File: src/rtl/wrfsc_pkg.sv
// wrfsc_pkg: types, codes and helper functions for the receive frame sync capture block
// standalone package, used by rtl/wlan_rx_frame_sync_capture.sv
package wrfsc_pkg;

  // receiver synchronization states
  typedef enum logic [1:0] {
    ST_IDLE = 2'd0,
    ST_SYNC = 2'd1,
    ST_WAIT = 2'd2,
    ST_GARB = 2'd3
  } sync_state_t;

  // input item operations
  typedef enum logic [1:0] {
    OP_PREAMBLE = 2'd0,
    OP_PAYLOAD  = 2'd1,
    OP_TRANSMIT = 2'd2,
    OP_TICK     = 2'd3
  } op_t;

  // result event kinds
  typedef enum logic [2:0] {
    EV_DELIVER = 3'd0,
    EV_START   = 3'd1,
    EV_END     = 3'd2,
    EV_ERROR   = 3'd3,
    EV_FAILED  = 3'd4,
    EV_RECORD  = 3'd5
  } event_kind_t;

  // configuration register indexes (byte address = 4 * index)
  localparam logic [2:0] REG_DETECT   = 3'd0;
  localparam logic [2:0] REG_IDLE_CAP = 3'd1;
  localparam logic [2:0] REG_SYNC_CAP = 3'd2;
  localparam logic [2:0] REG_GARB_CAP = 3'd3;
  localparam logic [2:0] REG_ERR_UNSY = 3'd4;

  // sync machine context
  typedef struct packed {
    sync_state_t st;
    logic [47:0] addr;
    logic        addr_vld;
    logic [47:0] fend;
    logic [47:0] tmo;
    logic        tmo_arm;
    logic [2:0]  frag;
  } sync_ctx_t;

  // one result item
  typedef struct packed {
    event_kind_t kind;
    logic [23:0] dur;
    logic [9:0]  sinr;
    logic [47:0] addr;
    logic        last;
  } out_item_t;

  // events produced by one input item
  typedef struct packed {
    out_item_t [2:0] ev;
    logic [1:0]      n;
  } ev_list_t;

  function automatic out_item_t mk_item(event_kind_t k, logic [23:0] dur,
                                        logic [9:0] sinr, logic [47:0] addr);
    out_item_t e;
    e.kind = k;
    e.dur  = dur;
    e.sinr = sinr;
    e.addr = addr;
    e.last = 1'b0;
    return e;
  endfunction

  // append an event, at most three kept
  function automatic ev_list_t push_ev(ev_list_t l, out_item_t e);
    ev_list_t r;
    r = l;
    if (r.n != 2'd3) begin
      r.ev[r.n] = e;
      r.n = r.n + 2'd1;
    end
    return r;
  endfunction

  // drop the synced transmitter
  function automatic sync_ctx_t clear_sync(sync_ctx_t c);
    sync_ctx_t r;
    r = c;
    r.addr     = '0;
    r.addr_vld = 1'b0;
    r.frag     = '0;
    return r;
  endfunction

  // timeout expiry; the caller emits rx_end when leaving synchronized
  function automatic sync_ctx_t fire_timeout(sync_ctx_t c, logic [47:0] now,
                                             logic [47:0] now_fd);
    sync_ctx_t r;
    r = c;
    if (c.st == ST_SYNC) begin
      r.st      = ST_WAIT;
      r.tmo     = now_fd;
      r.tmo_arm = 1'b1;
    end else begin
      if (c.fend > now) begin
        r.st      = ST_GARB;
        r.tmo     = c.fend;
        r.tmo_arm = 1'b1;
      end else begin
        r.st      = ST_IDLE;
        r.tmo_arm = 1'b0;
      end
      r = clear_sync(r);
    end
    return r;
  endfunction

  // enter garbled, extending the frame end if this frame runs longer
  function automatic sync_ctx_t go_garbled(sync_ctx_t c, logic [47:0] frame_end);
    sync_ctx_t r;
    r = c;
    if (frame_end > c.fend) begin
      r.fend    = frame_end;
      r.tmo     = frame_end;
      r.tmo_arm = 1'b1;
    end else if (!c.tmo_arm) begin
      r.tmo     = c.fend;
      r.tmo_arm = 1'b1;
    end
    r    = clear_sync(r);
    r.st = ST_GARB;
    return r;
  endfunction

endpackage

File: src/rtl/wlan_rx_frame_sync_capture.sv
// wlan_rx_frame_sync_capture: receiver frame sync state machine with event output queue
// depends on wrfsc_pkg (rtl/wrfsc_pkg.sv)

// Takes one receive item (preamble, payload, local transmit or time tick) per
// cycle into an input register while the held item can move on to the output
// queue, resolves it combinationally against the sync context and loads its zero
// to three events into a three-entry output queue. The input register and then
// the output queue lie between an accepted item and its results on the output
// port. The next item is resolved in the same cycle that its predecessor's last
// event leaves the queue, so one item's events can be loaded while the last
// event of the previous one is taken; results leave one at a time through the single output port.
// Times are 48-bit nanoseconds, saturating at the top; SINR values are quarter dB.
module wlan_rx_frame_sync_capture #(
  parameter int FINAL_DELIVERY_NS   = 10,
  parameter int EXTEND_TOLERANCE_NS = 1000
) (
  input  logic                       clk,
  input  logic                       rst_n,
  // input item stream
  input  logic                       in_tvalid,
  output logic                       in_tready,
  // now_ns[47:0], sinr_qdb[57:48], crc_ok[58], frame_duration_ns[82:59],
  // transmitter_address[130:83], stream_count[133:131], zero fill [135:134]
  input  logic [135:0]               in_tdata,
  // operation[1:0]
  input  logic [1:0]                 in_tuser,
  // result stream
  output logic                       out_tvalid,
  input  logic                       out_tready,
  // event_duration_ns[23:0], record_sinr_qdb[33:24], record_address[81:34],
  // state_after[83:82], zero fill [87:84]
  output logic [87:0]                out_tdata,
  // event_kind[2:0]
  output logic [2:0]                 out_tuser,
  output logic                       out_tlast,
  // configuration port
  input  logic                       psel,
  input  logic                       penable,
  input  logic                       pwrite,
  input  logic [4:0]                 paddr,
  input  logic [31:0]                pwdata,
  output logic [31:0]                prdata,
  output logic                       pready
);
  import wrfsc_pkg::*;

  // configuration registers
  logic signed [9:0] det_thr_r, idle_cap_r, sync_cap_r, garb_cap_r;
  logic              err_unsync_r;

  // input register stage
  logic              in_vld_r;
  op_t               in_op_r;
  logic [47:0]       in_now_r;
  logic signed [9:0] in_sinr_r;
  logic              in_crc_r;
  logic [23:0]       in_dur_r;
  logic [47:0]       in_addr_r;
  logic [2:0]        in_streams_r;
  logic [47:0]       in_end_r;
  logic [48:0]       in_now_fd_r;

  logic [48:0]       sum_end;
  logic [48:0]       sum_fd;

  // sync context and output queue
  sync_ctx_t         ctx_r, ctx_nxt;
  out_item_t [2:0]   obuf_r;
  logic [1:0]        cnt_r;
  sync_state_t       st_out_r;

  logic              buf_free;
  logic              proc_fire;
  logic              out_hs;
  logic              cfg_wr;

  ev_list_t          evl;
  logic signed [9:0] thr;
  logic [47:0]       now_fd_sat;
  logic [47:0]       fend_diff;
  logic              ext_ok;
  logic              pay_match;

  // handshakes
  assign out_hs    = out_tvalid && out_tready;
  assign buf_free  = (cnt_r == 2'd0) || ((cnt_r == 2'd1) && out_tready);
  assign proc_fire = in_vld_r && buf_free;
  assign in_tready = !in_vld_r || proc_fire;
  assign cfg_wr    = psel && penable && pwrite && pready;
  assign pready    = 1'b1;

  // configuration writes
  always_ff @(posedge clk) begin
    if (!rst_n) begin
      det_thr_r    <= 10'sd16;
      idle_cap_r   <= 10'sd16;
      sync_cap_r   <= 10'sd40;
      garb_cap_r   <= 10'sd40;
      err_unsync_r <= 1'b0;
    end else if (cfg_wr) begin
      unique case (paddr[4:2])
        REG_DETECT:   det_thr_r    <= pwdata[9:0];
        REG_IDLE_CAP: idle_cap_r   <= pwdata[9:0];
        REG_SYNC_CAP: sync_cap_r   <= pwdata[9:0];
        REG_GARB_CAP: garb_cap_r   <= pwdata[9:0];
        REG_ERR_UNSY: err_unsync_r <= pwdata[0];
        default: ;
      endcase
    end
  end

  // configuration readback
  always_comb begin
    unique case (paddr[4:2])
      REG_DETECT:   prdata = {{22{det_thr_r[9]}}, det_thr_r};
      REG_IDLE_CAP: prdata = {{22{idle_cap_r[9]}}, idle_cap_r};
      REG_SYNC_CAP: prdata = {{22{sync_cap_r[9]}}, sync_cap_r};
      REG_GARB_CAP: prdata = {{22{garb_cap_r[9]}}, garb_cap_r};
      REG_ERR_UNSY: prdata = {31'd0, err_unsync_r};
      default:      prdata = 32'd0;
    endcase
  end

  // time sums prepared on the way in
  assign sum_end = {1'b0, in_tdata[47:0]} + {25'd0, in_tdata[82:59]};
  assign sum_fd  = {1'b0, in_tdata[47:0]} + 49'(FINAL_DELIVERY_NS);

  // input register control
  always_ff @(posedge clk) begin
    if (!rst_n) begin
      in_vld_r <= 1'b0;
    end else if (in_tready) begin
      in_vld_r <= in_tvalid;
    end
  end

  // input register payload
  always_ff @(posedge clk) begin
    if (in_tvalid && in_tready) begin
      in_op_r      <= op_t'(in_tuser[1:0]);
      in_now_r     <= in_tdata[47:0];
      in_sinr_r    <= in_tdata[57:48];
      in_crc_r     <= in_tdata[58];
      in_dur_r     <= in_tdata[82:59];
      in_addr_r    <= in_tdata[130:83];
      in_streams_r <= in_tdata[133:131];
      in_end_r     <= sum_end[48] ? {48{1'b1}} : sum_end[47:0];
      in_now_fd_r  <= sum_fd;
    end
  end

  // side terms for the resolve step
  assign now_fd_sat = in_now_fd_r[48] ? {48{1'b1}} : in_now_fd_r[47:0];
  assign fend_diff  = ctx_r.fend - in_end_r;
  assign ext_ok     = (in_end_r >= ctx_r.fend) ||
                      (fend_diff < 48'(EXTEND_TOLERANCE_NS));
  assign pay_match  = ((ctx_r.st == ST_SYNC) || (ctx_r.st == ST_WAIT)) &&
                      ctx_r.addr_vld && (in_addr_r == ctx_r.addr);

  // capture threshold for the current state
  always_comb begin
    unique case (ctx_r.st)
      ST_IDLE: thr = idle_cap_r;
      ST_GARB: thr = garb_cap_r;
      default: thr = sync_cap_r;
    endcase
  end

  // next sync context and event list for the registered item
  always_comb begin
    ctx_nxt = ctx_r;
    evl     = '0;
    if (in_vld_r) begin
      unique case (in_op_r)
        OP_PREAMBLE: begin
          if (!(in_sinr_r < det_thr_r)) begin
            if ((ctx_r.st == ST_SYNC) && ctx_r.addr_vld && (in_addr_r == ctx_r.addr)) begin
              // further spatial stream fragment from the synced sender
              if (in_streams_r == ctx_r.frag + 3'd1) begin
                ctx_nxt.frag = ctx_r.frag + 3'd1;
                evl = push_ev(evl, mk_item(EV_DELIVER, '0, '0, '0));
              end
            end else if (in_streams_r <= 3'd1) begin
              if (in_sinr_r > thr) begin
                if (ctx_r.st == ST_SYNC) begin
                  evl = push_ev(evl, mk_item(EV_ERROR, '0, '0, '0));
                end
                if (in_crc_r) begin
                  evl = push_ev(evl, mk_item(EV_START, in_dur_r, '0, '0));
                  ctx_nxt.tmo     = in_end_r;
                  ctx_nxt.tmo_arm = 1'b1;
                  if (ext_ok) begin
                    ctx_nxt.fend = in_end_r;
                  end
                  ctx_nxt.addr     = in_addr_r;
                  ctx_nxt.addr_vld = 1'b1;
                  ctx_nxt.st       = ST_SYNC;
                  ctx_nxt.frag     = 3'd1;
                  evl = push_ev(evl, mk_item(EV_DELIVER, '0, '0, '0));
                end else begin
                  ctx_nxt = go_garbled(ctx_r, in_end_r);
                end
              end else if ((ctx_r.st == ST_SYNC) || (ctx_r.st == ST_WAIT)) begin
                // too weak to capture: only stretch the busy medium
                if (in_end_r > ctx_r.fend) begin
                  ctx_nxt.fend = in_end_r;
                end
              end else begin
                ctx_nxt = go_garbled(ctx_r, in_end_r);
              end
            end
          end
        end
        OP_PAYLOAD: begin
          if (pay_match) begin
            if (in_crc_r) begin
              evl = push_ev(evl, mk_item(EV_RECORD, '0, in_sinr_r, in_addr_r));
              if (({1'b0, ctx_r.fend} < in_now_fd_r) && (ctx_r.st == ST_SYNC)) begin
                evl = push_ev(evl, mk_item(EV_END, '0, '0, '0));
                ctx_nxt.tmo_arm = 1'b0;
                ctx_nxt = fire_timeout(ctx_nxt, in_now_r, now_fd_sat);
              end
              evl = push_ev(evl, mk_item(EV_DELIVER, '0, '0, '0));
            end else begin
              evl = push_ev(evl, mk_item(EV_ERROR, '0, '0, '0));
            end
          end else if (err_unsync_r) begin
            evl = push_ev(evl, mk_item(EV_ERROR, '0, '0, '0));
          end
          // final delivery of the synced frame closes the wait
          if ((ctx_nxt.st == ST_WAIT) && ctx_nxt.addr_vld &&
              (in_addr_r == ctx_nxt.addr)) begin
            ctx_nxt.tmo_arm = 1'b0;
            ctx_nxt = fire_timeout(ctx_nxt, in_now_r, now_fd_sat);
          end
        end
        OP_TRANSMIT: begin
          if (ctx_r.st != ST_IDLE) begin
            if (ctx_r.st == ST_SYNC) begin
              evl = push_ev(evl, mk_item(EV_ERROR, '0, '0, '0));
            end
            ctx_nxt.fend    = in_now_r;
            ctx_nxt.tmo_arm = 1'b0;
            ctx_nxt.st      = ST_IDLE;
            ctx_nxt = clear_sync(ctx_nxt);
          end
        end
        OP_TICK: begin
          if (ctx_r.tmo_arm && (in_now_r >= ctx_r.tmo)) begin
            if (ctx_r.st == ST_SYNC) begin
              evl = push_ev(evl, mk_item(EV_END, '0, '0, '0));
            end
            ctx_nxt.tmo_arm = 1'b0;
            ctx_nxt = fire_timeout(ctx_nxt, in_now_r, now_fd_sat);
          end
        end
        default: ;
      endcase
    end
    // mark the final event of the item
    evl.ev[0].last = (evl.n == 2'd1);
    evl.ev[1].last = (evl.n == 2'd2);
    evl.ev[2].last = (evl.n == 2'd3);
  end

  // sync context register
  always_ff @(posedge clk) begin
    if (!rst_n) begin
      ctx_r <= '{st: ST_IDLE, addr: '0, addr_vld: 1'b0, fend: '0, tmo: '0,
                 tmo_arm: 1'b0, frag: '0};
    end else if (proc_fire) begin
      ctx_r <= ctx_nxt;
    end
  end

  // output queue fill count
  always_ff @(posedge clk) begin
    if (!rst_n) begin
      cnt_r <= 2'd0;
    end else if (proc_fire) begin
      cnt_r <= evl.n;
    end else if (out_hs) begin
      cnt_r <= cnt_r - 2'd1;
    end
  end

  // output queue entries, head at index 0
  always_ff @(posedge clk) begin
    if (proc_fire) begin
      obuf_r   <= evl.ev;
      st_out_r <= ctx_nxt.st;
    end else if (out_hs) begin
      obuf_r[0] <= obuf_r[1];
      obuf_r[1] <= obuf_r[2];
    end
  end

  // result port
  assign out_tvalid = (cnt_r != 2'd0);
  assign out_tuser  = obuf_r[0].kind;
  assign out_tlast  = obuf_r[0].last;
  assign out_tdata  = {4'd0, st_out_r, obuf_r[0].addr, obuf_r[0].sinr, obuf_r[0].dur};

`ifndef SYNTHESIS
  // the head item is last exactly when it is the only one left
  a_last_at_tail: assert property (@(posedge clk) disable iff (!rst_n)
    out_tvalid |-> (out_tlast == (cnt_r == 2'd1)))
    else $error("last flag does not match queue fill");

  // a timeout is pending in every state but idle
  a_armed_not_idle: assert property (@(posedge clk) disable iff (!rst_n)
    ctx_r.tmo_arm == (ctx_r.st != ST_IDLE))
    else $error("timeout arm out of step with sync state");

  // a synced transmitter exists only while synchronized or waiting
  a_addr_vld_state: assert property (@(posedge clk) disable iff (!rst_n)
    ctx_r.addr_vld == ((ctx_r.st == ST_SYNC) || (ctx_r.st == ST_WAIT)))
    else $error("synced address validity out of step with sync state");

  // fragment count is cleared whenever no transmitter is held
  a_frag_clear: assert property (@(posedge clk) disable iff (!rst_n)
    !ctx_r.addr_vld |-> (ctx_r.frag == 3'd0))
    else $error("fragment count left over without a synced sender");

  // an item is only resolved when the output queue is free for it
  a_no_overrun: assert property (@(posedge clk) disable iff (!rst_n)
    (cnt_r > 2'd1) |=> (cnt_r != 2'd0) && ((cnt_r == $past(cnt_r)) ||
                        (cnt_r == $past(cnt_r) - 2'd1)))
    else $error("output queue overwritten while draining");
`endif

endmodule

File: config.mk
export PLATFORM = sky130hd
export DESIGN_NAME = wlan_rx_frame_sync_capture
export DESIGN_NICKNAME = d
export VERILOG_FILES = /design/src/rtl/wrfsc_pkg.sv /design/src/rtl/wlan_rx_frame_sync_capture.sv
export SDC_FILE = /design/constraint.sdc
export NUM_CORES = 2
export LEC_CHECK = 0
export BUFFER_PORTS_ARGS = -buffer_cell sky130_fd_sc_hd__buf_2
export CAP_MARGIN = 20
export CORE_AREA = 2 2 327 394
export DETAILED_ROUTE_END_ITERATION = 16
export DIE_AREA = 0 0 329 396
export PLACE_DENSITY_LB_ADDON = 0.3
export SLEW_MARGIN = 5
export SYNTH_ARGS = -nofsm -noshare
export SYNTH_HDL_FRONTEND = slang
export SYNTH_SLANG_ARGS = --single-unit
File: constraint.sdc
create_clock -name clk -period 7.9 [get_ports clk]
set_input_delay 0 -clock clk [delete_from_list [all_inputs] [get_ports clk]]
set_output_delay 0 -clock clk [all_outputs]
set_load 0.1 [all_outputs]
==> results.py <==
metrics = {
    "synthesis": {
        "synthesis.area_mm2": 0.03519,
        "ys_async_sr_fraction_pct": 0,
        "synth_most_common_cell": "nand2_1",
        "ys_seq_area_share_pct": 40.79,
        "ys_seq_elements": 543,
        "synth_edf_count": 348,
        "yosysTopAreaCellShare_pct": 29.70,
        "syn_avg_cell_area_um2": 9.480,
        "synth-warning-count": 0,
        "yosysTopAreaCell": "edfxtp_1",
        "synth.area.top_cells": "edfxtp_1 (30%), dfxtp_1 (11%), ha_1 (8.6%)",
        "ys_types": 93,
        "syn_inst": 3712,
        "synth.top_cells.by_count": "nand2_1 (363), edfxtp_1 (348), a21oi_1 (326)",
        "yosys_most_used_dff": "edfxtp_1",
    },
    "critical_path": {
        "crit_path_end_kind": "register",
        "crit_chain": "inv_1 > ha_1 > a21oi_1 > ha_1 > nor2b_1 > o21a_1 > o21a_1 > o211ai_1 > a21oi_1 > o211ai_1 > a21oi_1 > nand3_1 > nor2_1 > o21ai_2 > nand2_2 > buf_4 > o2bb2ai_1",
        "crit_slowest_cell": "ha_1",
        "crit_arrival_ns": 6.01,
        "max_stage_delay_ns": 0.87,
        "cpLargestDelayFamily": "compound AO/OA/AOI/OAI gates",
        "path_max_fanout": 29,
        "worst-path-buf-inv": 2,
        "start_kind": "register",
        "worst_path_most_repeated_cell": "a21oi_1",
        "crit_required_ns": 8.41,
        "worst-setup-path-type": "reg -> reg",
    },
    "place": {
        "gp_congestion": 0.9234,
        "placed_cells": 5398,
        "port_buffers": 277,
        "dp_hpwl_um": 84400,
    },
    "layout": {
        "nets": 4375,
        "fillers": 12930,
        "final_cells": 5669,
        "drive_gt1_share_pct": 14.08,
        "syn_to_final_growth_pct": 16.38,
        "fin_util_pct": 32.47,
    },
    "power_and_ir_drop": {
        "p_per_area_mw_per_mm2": 205.9,
        "p_leak_nw": 15.80,
        "vdd_ir_drop_max_mv": 0.1991,
    },
    "flow_run": {
        "cap_violations": 0,
    },
    "detailed_routing": {
        "drt-vias-per-instance": 5.210,
        "drt_iter0_drc": 2469,
        "drcViolationCount": 0,
        "vias": 29540,
        "drt-total-wl_um": 117200,
        "post_drt_wl_per_cell_um": 20.68,
        "drtAntennaViolNets": 0,
        "dr.pass1.iters": 5,
    },
    "sta": {
        "rsz0062_at_grt": "no",
        "post-route-period-util_pct": 69.73,
        "skew_ns": 0.03402,
        "finalHoldViolations": 0,
        "setup-violations-final": 0,
        "maxSlewHeadroom_pct": 22.84,
        "tightest_slew_ns": 1.128,
        "drv_slew": 0,
        "min_period_ns": 5.509,
        "tns_ns": 0,
        "max_freq_ghz": 0.1815,
    },
    "global_routing": {
        "antenna_found_initial": 3,
        "grt_use_total_pct": 17.40,
        "grt_pass1_vias": 28540,
        "grt_overflow": 0,
        "grt_pass1_wl_um": 177200,
        "grt_max_degree": 146,
    },
    "floorplan": {
        "chipHeight_um": 396,
        "dieWidth_um": 329,
        "coreArea_mm2": 0.1261,
        "ios": 309,
        "rows": 143,
        "initial_core_util_pct": 27.90,
        "dieArea_mm2": 0.1303,
    },
    "clocking": {
        "clock_path_buffers": 3,
        "post_cts_buffers": 0,
        "cts_sinks": 543,
        "cts_tree": "built",
        "htree_levels": 2,
        "cts_buffers": 59,
        "clk_pin_slew_ns": 0.06,
        "clock_latency_ns": 0.66,
        "postCtsResizedCells": 0,
        "root_buffer": "clkbuf_16",
    },
    "min_path": {
        "min_path_type": "in -> reg",
    },
    "run_status": {
        "status": "complete, no violations",
    },
}
what timing repair did:
action	in CTS	in global routing
endpoints found under the hold margin	307	0
setup endpoints to repair	0	0
hold buffers	156	0
state kept, by name, indices dropped and copies added, names as in the netlist:
name          cells
cnt_r             2
ctx_r           151
det_thr_r        10
err_unsync_r      1
garb_cap_r       10
idle_cap_r       10
in_addr_r        48
in_crc_r          1
in_dur_r         24
in_end_r         48
in_now_fd_r      48
in_now_r         48
in_op_r           2
in_sinr_r        10
in_streams_r      3
in_vld_r          1
obuf_r           28
out_tdata        82
out_tlast         1
out_tuser         3
st_out_r          2
sync_cap_r       10
path summary, 6_finish.rpt:
path	startpoint	end	slack (ns)	cells past startpoint
hold reg to reg	cnt_r[1]	cnt_r[1]	0.46	2
setup / recovery	ctx_r[149]	ctx_r[57]	2.39	17
hold / removal	paddr[3]	sync_cap_r[0]	0.04	5
setup reg to reg	ctx_r[149]	ctx_r[57]	2.39	17
layout make-up:
| cell class | instances | area [um^2] | share of cell area [%] |
|---|---|---|---|
| Multi-Input combinational cell | 2630 | 18400 | 44.91 |
| Timing Repair Buffer | 472 | 3266 | 7.974 |
| Inverter | 243 | 914.6 | 2.233 |
| Clock inverter | 28 | 294.0 | 0.7179 |
| Clock buffer | 84 | 1640 | 4.005 |
| Tap cell | 1667 | 2086 | 5.093 |
| Sequential cell | 543 | 14360 | 35.05 |
| Antenna cell | 2 | 5.005 | 0.01222 |
kinds of logic after synthesis:
kind of cell	Yosys count	share of synthesized area (%)
xor gates and xnor gates	134	3.335
AOI/OAI and AO/OA	1110	21.55
DFF	543	40.79
muxes	150	4.804
and+or+nand+nor	987	13.52
buffers and inverters	542	7.282
other	2	0.02134
adders and majority gates	244	8.697
metrics by stage:
stage,total power [mW],area [um^2],worst slack [ns],hold WS (ns)
6_report,8.432,40960,2.392,0.04359
5_1_grt,8.785,40950,1.972,0.03835
4_1_cts,8.504,40940,2.356,0.008794
3_5_place_dp,5.617,37450,2.376,0.1782
3_3_place_gp,5.606,37450,2.379,0.1789
2_1_floorplan,5.185,35200,0.6213,0.09887
cell usage in the layout (no fill, tap or decap), types with 59 or more instances in the layout:
| master | netlist | final |
|---|---|---|
| dfxtp_1 | 195 | 194 |
| ha_1 | 243 | 242 |
| a21o_1 | 68 | 68 |
| nand4_1 | 76 | 76 |
| mux2i_1 | 80 | 80 |
| edfxtp_1 | 348 | 348 |
| clkbuf_16 | 0 | 59 |
| nand2_1 | 363 | 356 |
| buf_2 | 29 | 277 |
| a21oi_1 | 326 | 324 |
| mux2_2 | 61 | 61 |
| inv_1 | 243 | 241 |
| a22o_1 | 73 | 73 |
| o21ai_0 | 195 | 195 |
| and2_1 | 87 | 86 |
| nor2_1 | 181 | 181 |
| dlygate4sd3_1 | 0 | 156 |
| xnor2_1 | 106 | 106 |
routing by layer:
metal,global-route usage (%),vias to the layer above,wire length (um)
li1,-,14100,-
met2,29.76,1014,56550
met1,22.38,14220,49990
met3,2.276,200,6640
met5,0,-,11
met4,5.928,2,4040
tightest hold or removal path, stage by stage:
cell and delay (ns):
buf_2 0.23, nand2_1 0.13, nor2_1 0.09, mux2i_1 0.12, nor2_1 0.07
power breakdown:
| part | total [mW] | leakage (nW) | internal (mW) | switching [mW] |
|---|---|---|---|---|
| Combinational | 2.09 | 9.89 | 0.547 | 1.54 |
| Clock | 2.80 | 0.936 | 1.59 | 1.22 |
| Sequential | 3.54 | 4.98 | 3.35 | 0.194 |
| Total | 8.43 | 15.8 | 5.48 | 2.95 |
(Power assumes the default switching activity.)
